### config.mk
export PLATFORM = sky130hd
export DESIGN_NAME = talsp_ctrl
export DESIGN_NICKNAME = d
export VERILOG_FILES = /design/src/rtl/core/two_asset_lattice_spread_pricer_defines.svh /design/src/rtl/core/talsp_pkg.sv /design/src/rtl/core/talsp_ctrl.sv
export SDC_FILE = /design/constraint.sdc
export NUM_CORES = 1
export LEC_CHECK = 0
export BUFFER_PORTS_ARGS = -buffer_cell sky130_fd_sc_hd__buf_2
export CORE_MARGIN = 4
export CORE_UTILIZATION = 56
export DETAILED_ROUTE_END_ITERATION = 16
export PLACE_DENSITY = 0.81
export SLEW_MARGIN = 20
export SYNTH_ARGS = -nofsm -noshare
export SYNTH_HDL_FRONTEND = slang
export SYNTH_SLANG_ARGS = --single-unit
### constraint.sdc
create_clock -name clk -period 2.8 [get_ports clk]
set_clock_uncertainty 0.1 [all_clocks]
set_input_delay 0.14 -clock clk [delete_from_list [all_inputs] [get_ports clk]]
set_output_delay 0.14 -clock clk [all_outputs]
set_load 0.1 [all_outputs]
### src/rtl/core/two_asset_lattice_spread_pricer_defines.svh
// Assertion macros for the lattice pricer.
`ifndef TWO_ASSET_LATTICE_SPREAD_PRICER_DEFINES_SVH
`define TWO_ASSET_LATTICE_SPREAD_PRICER_DEFINES_SVH
`ifndef SYNTHESIS
`define TALSP_ASSERT_IMPL(label, clk, rst, a, c) \
  label: assert property (@(posedge clk) disable iff (rst) (a) |-> (c)) \
    else $error("assertion failed");
`define TALSP_ASSERT_NEXT(label, clk, rst, a, c) \
  label: assert property (@(posedge clk) disable iff (rst) (a) |=> (c)) \
    else $error("assertion failed");
`else
`define TALSP_ASSERT_IMPL(label, clk, rst, a, c)
`define TALSP_ASSERT_NEXT(label, clk, rst, a, c)
`endif
`endif

### src/rtl/core/talsp_pkg.sv
`timescale 1ns / 1ps
package talsp_pkg;
  localparam int DEFAULT_MAX_STEPS = 64;
  localparam int PRICE_W = 32;
  localparam int WEIGHT_W = 18;
  localparam int GROWTH_W = 18;
  localparam int STEPS_W = 7;
  localparam logic [PRICE_W-1:0] FULL_SCALE = '1;

  localparam logic [2:0] REG_W_UU = 3'd0;
  localparam logic [2:0] REG_W_UD = 3'd1;
  localparam logic [2:0] REG_W_DU = 3'd2;
  localparam logic [2:0] REG_W_DD = 3'd3;
  localparam logic [2:0] REG_STRIKE = 3'd4;
  localparam logic [2:0] REG_EARLY = 3'd5;
  localparam logic [2:0] REG_G1 = 3'd6;
  localparam logic [2:0] REG_G2 = 3'd7;

  typedef enum logic [3:0] {
    ST_IDLE, ST_GRID, ST_TERM_RD, ST_TERM_WR, ST_ROLL_RD, ST_ROLL_ACC,
    ST_ROLL_IMM, ST_ROLL_WR, ST_ROOT_RD, ST_ROOT_WAIT, ST_DONE
  } state_t;

  // Datapath operations requested by the controller.
  typedef enum logic [3:0] {
    OP_NONE, OP_LOAD, OP_GRID, OP_TERM_RD, OP_TERM_WR, OP_RD_SUCC,
    OP_MAC, OP_IMM_RD, OP_NODE_WR, OP_ROOT_RD, OP_ROOT_LATCH
  } op_t;

  typedef struct packed {
    op_t op;
    logic [1:0] succ;
  } dp_cmd_t;

  // Lattice indices travel as 9-bit values, enough for 2*255+1 grid levels.
  typedef struct packed {
    logic [8:0] grid_idx;
    logic [8:0] a;
    logic [8:0] b;
    logic [8:0] m;
    logic [8:0] n;
  } dp_idx_t;

  function automatic logic [PRICE_W-1:0] clamp_spread(input logic [PRICE_W-1:0] s1,
                                                     input logic [PRICE_W-1:0] s2,
                                                     input logic [PRICE_W-1:0] k);
    logic signed [PRICE_W+2:0] d;
    d = $signed({3'b0, s1}) - $signed({3'b0, s2}) - $signed({3'b0, k});
    if (d < 0) return '0;
    if (d > $signed({3'b0, FULL_SCALE})) return FULL_SCALE;
    return d[PRICE_W-1:0];
  endfunction
endpackage

### src/rtl/core/talsp_ctrl.sv
`timescale 1ns / 1ps
module talsp_ctrl #(
  parameter int MAX_STEPS = 64
) (
  input  logic                         clk,
  input  logic                         rst,
  input  logic                         in_go,
  input  logic [talsp_pkg::STEPS_W-1:0] steps,
  input  logic                         early,
  input  logic                         out_taken,
  output logic                         in_ready,
  output logic                         out_valid,
  output talsp_pkg::dp_cmd_t           cmd,
  output talsp_pkg::dp_idx_t           idx
);
  import talsp_pkg::*;

  state_t state, state_next;
  logic [8:0] n, grid_i, a, b, m;
  logic [8:0] n_next, grid_i_next, a_next, b_next, m_next;
  logic [1:0] succ, succ_next;
  logic [8:0] steps_clip;

  always_comb begin
    if ({2'b0, steps} > 9'(MAX_STEPS)) steps_clip = 9'(MAX_STEPS);
    else steps_clip = {2'b0, steps};
  end

  always_ff @(posedge clk) begin
    if (rst) begin
      state <= ST_IDLE;
    end else begin
      state <= state_next;
    end
    n <= n_next;
    grid_i <= grid_i_next;
    a <= a_next;
    b <= b_next;
    m <= m_next;
    succ <= succ_next;
  end

  assign idx = '{grid_idx: grid_i, a: a, b: b, m: m, n: n};
  assign in_ready = (state == ST_IDLE);
  assign out_valid = (state == ST_DONE);

  always_comb begin
    state_next = state;
    n_next = n;
    grid_i_next = grid_i;
    a_next = a;
    b_next = b;
    m_next = m;
    succ_next = succ;
    cmd = '{op: OP_NONE, succ: succ};
    unique case (state)
      ST_IDLE: begin
        if (in_go) begin
          cmd.op = OP_LOAD;
          n_next = steps_clip;
          grid_i_next = 9'd1;
          a_next = '0;
          b_next = '0;
          state_next = (steps_clip == 9'd0) ? ST_TERM_RD : ST_GRID;
        end
      end
      ST_GRID: begin
        cmd.op = OP_GRID;
        if (grid_i == {n[7:0], 1'b0}) state_next = ST_TERM_RD;
        grid_i_next = grid_i + 9'd1;
      end
      ST_TERM_RD: begin
        cmd.op = OP_TERM_RD;
        state_next = ST_TERM_WR;
      end
      ST_TERM_WR: begin
        cmd.op = OP_TERM_WR;
        if (b == n) begin
          b_next = '0;
          if (a == n) begin
            a_next = '0;
            if (n == 9'd0) begin
              state_next = ST_ROOT_RD;
            end else begin
              m_next = n - 9'd1;
              succ_next = '0;
              state_next = ST_ROLL_RD;
            end
          end else begin
            a_next = a + 9'd1;
            state_next = ST_TERM_RD;
          end
        end else begin
          b_next = b + 9'd1;
          state_next = ST_TERM_RD;
        end
      end
      ST_ROLL_RD: begin
        cmd.op = OP_RD_SUCC;
        state_next = ST_ROLL_ACC;
      end
      ST_ROLL_ACC: begin
        cmd.op = OP_MAC;
        if (succ == 2'd3) begin
          succ_next = '0;
          state_next = early ? ST_ROLL_IMM : ST_ROLL_WR;
        end else begin
          succ_next = succ + 2'd1;
          state_next = ST_ROLL_RD;
        end
      end
      ST_ROLL_IMM: begin
        cmd.op = OP_IMM_RD;
        state_next = ST_ROLL_WR;
      end
      ST_ROLL_WR: begin
        cmd.op = OP_NODE_WR;
        state_next = ST_ROLL_RD;
        if (b == m) begin
          b_next = '0;
          if (a == m) begin
            a_next = '0;
            if (m == 9'd0) state_next = ST_ROOT_RD;
            else m_next = m - 9'd1;
          end else begin
            a_next = a + 9'd1;
          end
        end else begin
          b_next = b + 9'd1;
        end
      end
      ST_ROOT_RD: begin
        cmd.op = OP_ROOT_RD;
        state_next = ST_ROOT_WAIT;
      end
      ST_ROOT_WAIT: begin
        cmd.op = OP_ROOT_LATCH;
        state_next = ST_DONE;
      end
      ST_DONE: begin
        if (out_taken) state_next = ST_IDLE;
      end
      default: state_next = ST_IDLE;
    endcase
  end
endmodule

# Yosys cells after proc, flatten, opt, wreduce, memory -nomap -nowiden
# Index checks and enable logic that the tools add are counted.
[totals]
regBits = 51
out_inout_bits = 53
word_cells = 93
[op_classes]
addsub = 6
n_lt_le_gt_ge = 1
n_eq_ne = 25
n_mux = 39
reduce_logical = 15
[op_table]
columns = ["operator", "n"]
rows = [
  ["two-way mux 9 bit", 14],
  ["case mux 9 bit (3 select lines)", 2],
  ["equality test 9 bit", 5],
  ["case mux 4 bit (11 select lines)", 1],
  ["case mux 4 bit (10 select lines)", 1],
  ["two-way mux 4 bit", 9],
  ["case mux 9 bit (2 select lines)", 2],
  ["adder 9 x 1 -> 9 bit, second input constant", 3],
  ["logical NOT 9 bit", 3],
  ["!= test 2 bit, second input constant", 9],
  ["subtractor 9 x 1 -> 9 bit, second input constant", 2],
  ["equality test 4 x 3 -> 1 bit, second input constant", 4],
  ["equality test 4 bit, second input constant", 3],
  ["two-way mux 2 bit", 6],
  ["equality test 4 x 2 -> 1 bit, second input constant", 2],
  ["AND reduction 4 bit", 2],
  ["> comparator 7 bit, second input constant", 1],
  ["two-way mux 7 bit", 1],
  ["AND reduction 7 bit", 1],
  ["AND reduction 2 bit", 3],
  ["nonzero test 2 bit", 3],
  ["equality test 4 x 1 -> 1 bit, second input constant", 1],
  ["logical NOT 4 bit", 1],
  ["case mux 2 bit (2 select lines)", 1],
  ["other kinds (5)", 6],
]

# Longest topological paths before layout
[depth]
word_depth = 6
ltp_mapped = 8

# Worst setup path after synthesis
# Ideal clock, no wire load.
[synth_timing]
path_type = "register to output"
from = "reg state[2]"
to = "out cmd[2] (netlist name)"
t_arrival_ps = 2817
required_time_ps = 2560
setup_slack_ps = -257
path_stages_with_launch = 4
n_path_buf = 1
path_cell_list = "dfxtp_1 clkbuf_1 nor4_1 nor3_1"
[synth_rtl]
columns = ["item", "line_no", "source"]
rows = [
  ["from (decl)", "talsp_ctrl.sv:18", "state_t state, state_next;"],
  ["from (signal assigned)", "talsp_ctrl.sv:33", "state <= state_next;"],
  ["to (decl)", "talsp_ctrl.sv:13", "output talsp_pkg::dp_cmd_t cmd,"],
]

# Worst setup path in the final report
[layout_timing]
from = "reg state[2]"
to = "reg m[8], data pin"
[layout_between]
elab_chain_len = 2
[layout_rtl]
columns = ["item", "line_no", "source"]
rows = [
  ["equality test 4 x 3 -> 1 bit or equality test 4 x 2 -> 1 bit (tied branches)", "talsp_ctrl.sv:56", "unique case (state)"],
  ["case mux 9 bit (2 select lines) (*)", "talsp_ctrl.sv:56", ""],
  ["net m_next[8]", "talsp_ctrl.sv:20", "logic [8:0] n_next, grid_i_next, a_next, b_next, m_next;"],
  ["to (signal assigned)", "talsp_ctrl.sv:39", "m <= m_next;"],
  ["to (decl)", "talsp_ctrl.sv:19", "logic [8:0] n, grid_i, a, b, m;"],
]
# Mark *: on every way through the listed nets, which the timed path passes. The rest lies on a longest branch.
# A chain may end at the register's enable or synchronous reset.

==> run_results.csv <==
group,metric,value,unit
clocking,clkSinkCount,49,
worst_setup_path,path_class,"flip-flop to flip-flop",
cells_and_area,area_growth,14.19,%
timing,hold_slack,0.01172,ns
clocking,h-tree-depth,2,
placement,dp_hpwl,5990,um
detailed_routing,drt-pass1-iter-count,5,
yosys,syn_inst,332,
job,maxCapViolations,0,
timing,fin_crit,2.392,ns
die,die_w,84.93,um
cells_and_area,fin_nets,398,
pwr,totalPowerFinal,2.835,mW
timing,worst_slew_pin_slew,0.5131,ns
timing,rsz0062_at_grt,"false",
placement,post-place-cells,445,
detailed_routing,wl,8018,um
timing,finalCritPeriodShare,85.44,%
clocking,clkTransAtPathRegs,0.10,ns
placement,gp_congestion,0.9745,
grt,antenna_found_initial,0,
grt,grt_use_total,22.88,%
cells_and_area,nFillCells,471,
die,die_y,84.93,um
yosys,synth_cell_type_count,49,
worst_setup_path,crit_arrival,2.35,ns
pwr,total_leakage_power,1.447,nW
clocking,clkLatencyLatePin,0.30,ns
grt,grt_overflow_total,0,
timing,finalMaxSlewViolations,0,
cells_and_area,final_util,67.49,%
timing,fmax,418.0,MHz
timing,relSlewSlack,65.75,%
placement,numPortBuffers,62,
worst_setup_path,path_buf_inv,0,
hold_path,hold_path_class,"input pin to flip-flop",
worst_setup_path,cp-start-kind,"flip-flop",
outcome,run_status,"finished, final reports clean",
die,ios,65,
yosys,yosysTopAreaCell,"edfxtp_1",
cells_and_area,drive_gt1_share,23.30,%
timing,finalSetupViolCount,0,
worst_setup_path,cp.required,2.76,ns
worst_setup_path,slowest_delay,0.65,ns
timing,finalSetupTns,0,ns
die,die_area,7213,um2
detailed_routing,viasPerCell,5.857,
worst_setup_path,worst_path_dominant_cell_family,"flip-flops",
clocking,cts_root_buffer,"clkbuf_8",
die,initial_core_util,59.10,%
worst_setup_path,end_kind,"flip-flop",
pwr,vdd_ir_drop_max,0.4652,mV
worst_setup_path,crit_fanout,15,
cells_and_area,finalNonFillerCells,454,
die,fp-row-count,27,
grt,grt_max_degree,17,
yosys,synthTopCellsByArea,"edfxtp_1 (41%), xor2_1 (10%), xnor2_1 (7.9%)",
cells_and_area,n_antenna_cell,0,
detailed_routing,postRouteAntennaNets,0,
yosys,netlist_area,3314,um2
grt,grt_pass1_vias,2680,
yosys,yosysSeqAreaShare,43.19,%
yosys,synth_top_area_share,40.77,%
yosys,ys_warn_count,0,
pwr,p_per_area,749.0,nW/um2
clocking,clk_path_buf_depth,2,
detailed_routing,vias,2659,
yosys,ys_ff_latch,49,
detailed_routing,drt_iter0_drc,226,
clocking,tritoncts,"yes",
grt,grt_pass1_wl,13340,um
detailed_routing,drc_errors,0,
detailed_routing,wl_per_cell,17.66,um
worst_setup_path,cp_slowest_cell,"dfxtp_1",
die,coreArea,5608,um2
yosys,avgSynthCellArea,9.983,um2
worst_setup_path,path_cells,"nand4b_1, mux2i_1, ha_1, o21ai_1, o21ai_0, o2bb2ai_1",
timing,hold_viol,0,
clocking,numCtsBuffers,5,
-- path summary, 6_finish.rpt --
path / start / to / slack [ns] / cells past startpoint
min reg2reg: succ[0] / succ[0] / 0.53 / 1
max: state[2] / m[8] / 0.41 / 6
max reg2reg: state[2] / m[8] / 0.41 / 6
min: steps[6] / n[6] / 0.01 / 1
-- placed cells by master, fill, tap and decap left out, types with 5 or more instances in the layout --
master     n
nor2_1    42
nand4_1   11
buf_2     62
clkbuf_8   5
nor4_1     5
nand3_1   12
xor2_1    38
nor3_1     9
nor2b_1   12
buf_4      6
and3_1    10
nand2_1   12
ha_1       5
a21oi_1    6
edfxtp_1  45
mux2i_1    5
xnor2_1   30
-- flip-flops by register name (all words and copies together) (netlist names) --
register	cells
a	9
b	9
grid_i	9
m	9
n	7
state	4
succ	2
-- worst reg2reg max path: stages (launching register included) --
cell	delay, ns
dfxtp_1	0.65
nand4b_1	0.39
mux2i_1	0.32
ha_1	0.24
o21ai_1	0.14
o21ai_0	0.22
o2bb2ai_1	0.09
-- logic make-up (layout without fill, tap and decap cells) --
group                      after synthesis  in the layout  share of synthesized area [%]
xor gates and xnor gates                68             68                          17.97
muxes                                    5              5                          1.510
buffers and inverters                   32             81                          4.605
other                                    1              2                         0.1131
AOI/OAI and AO/OA                       31             31                          6.456
and+or+nand+nor                        141            141                          24.27
adders and majority gates                5              5                          1.888
DFF                                     49             49                          43.19
-- stage by stage --
| stage | setup WS (ns) | cell area (um2) |
|---|---|---|
| after global routing | 0.2050 | 3785 |
| after floorplan | 0.01345 | 3334 |
| after detailed placement | 0.4539 | 3637 |
| final | 0.4076 | 3785 |
| after CTS | 0.4213 | 3785 |
| after global placement | 0.5607 | 3637 |
-- power by group --
| part | switching, mW | internal, mW | leakage (nW) |
|---|---|---|---|
| Clock | 0.250 | 0.360 | 0.0687 |
| Combinational | 0.898 | 0.249 | 0.912 |
| Sequential | 0.164 | 0.914 | 0.467 |
| Total | 1.31 | 1.52 | 1.45 |
-- cells in the mapped netlist (all sizes together) --
master and number:
ha 5, xor2 38, o21a 1, buf 10, nor3b 1, o32ai 1, nand2 12, o22ai 3
nand4b 1, nor4 9, nand3 12, and4b 1, clkbuf 18, a211oi 1, o31ai 2, a21oi 6
o41ai 1, nand3b 2, conb 1, a32o 1, nand4 11, or2 1, nor3 12, a21boi 1
mux2i 5, and3 11, edfxtp 45, and2 3, nor2 42, inv 4, nand2b 4, dfxtp 4
or4 4, o21ai 8, a31oi 2, nor4b 1, o21bai 1, nor2b 12, xnor2 30, or3 2
a2bb2oi 1, o2bb2ai 2
-- cell type report --
class                      instances  area (um2)  share of cell area (%)
sequential                        49        1431                   37.82
clock inverter                     3       68.82                   1.818
tap                               72       90.09                   2.380
multi-input combinational        252        1745                   46.12
inverter                           4       15.01                  0.3967
clock buffer                       5       68.82                   1.818
timing repair buffer              69       365.4                   9.653
-- layer usage --
layer	up-vias	GRT usage [%]	share of wire, %
li1	1268	-	-
met1	1253	30.53	42
met2	114	35.80	47
met3	24	5.534	7.1
met4	0	9.353	3.0
met5	-	0	0
-- repair_timing --
action / 4_1_cts / 5_1_grt
hold buffers: 1 / 0
resized for setup: 0 / 0
buffers inserted: 0 / 0
hold endpoints to repair: 1 / 0
setup endpoints to repair: 0 / 0
No activity file was read; power rests on OpenSTA's default activity.
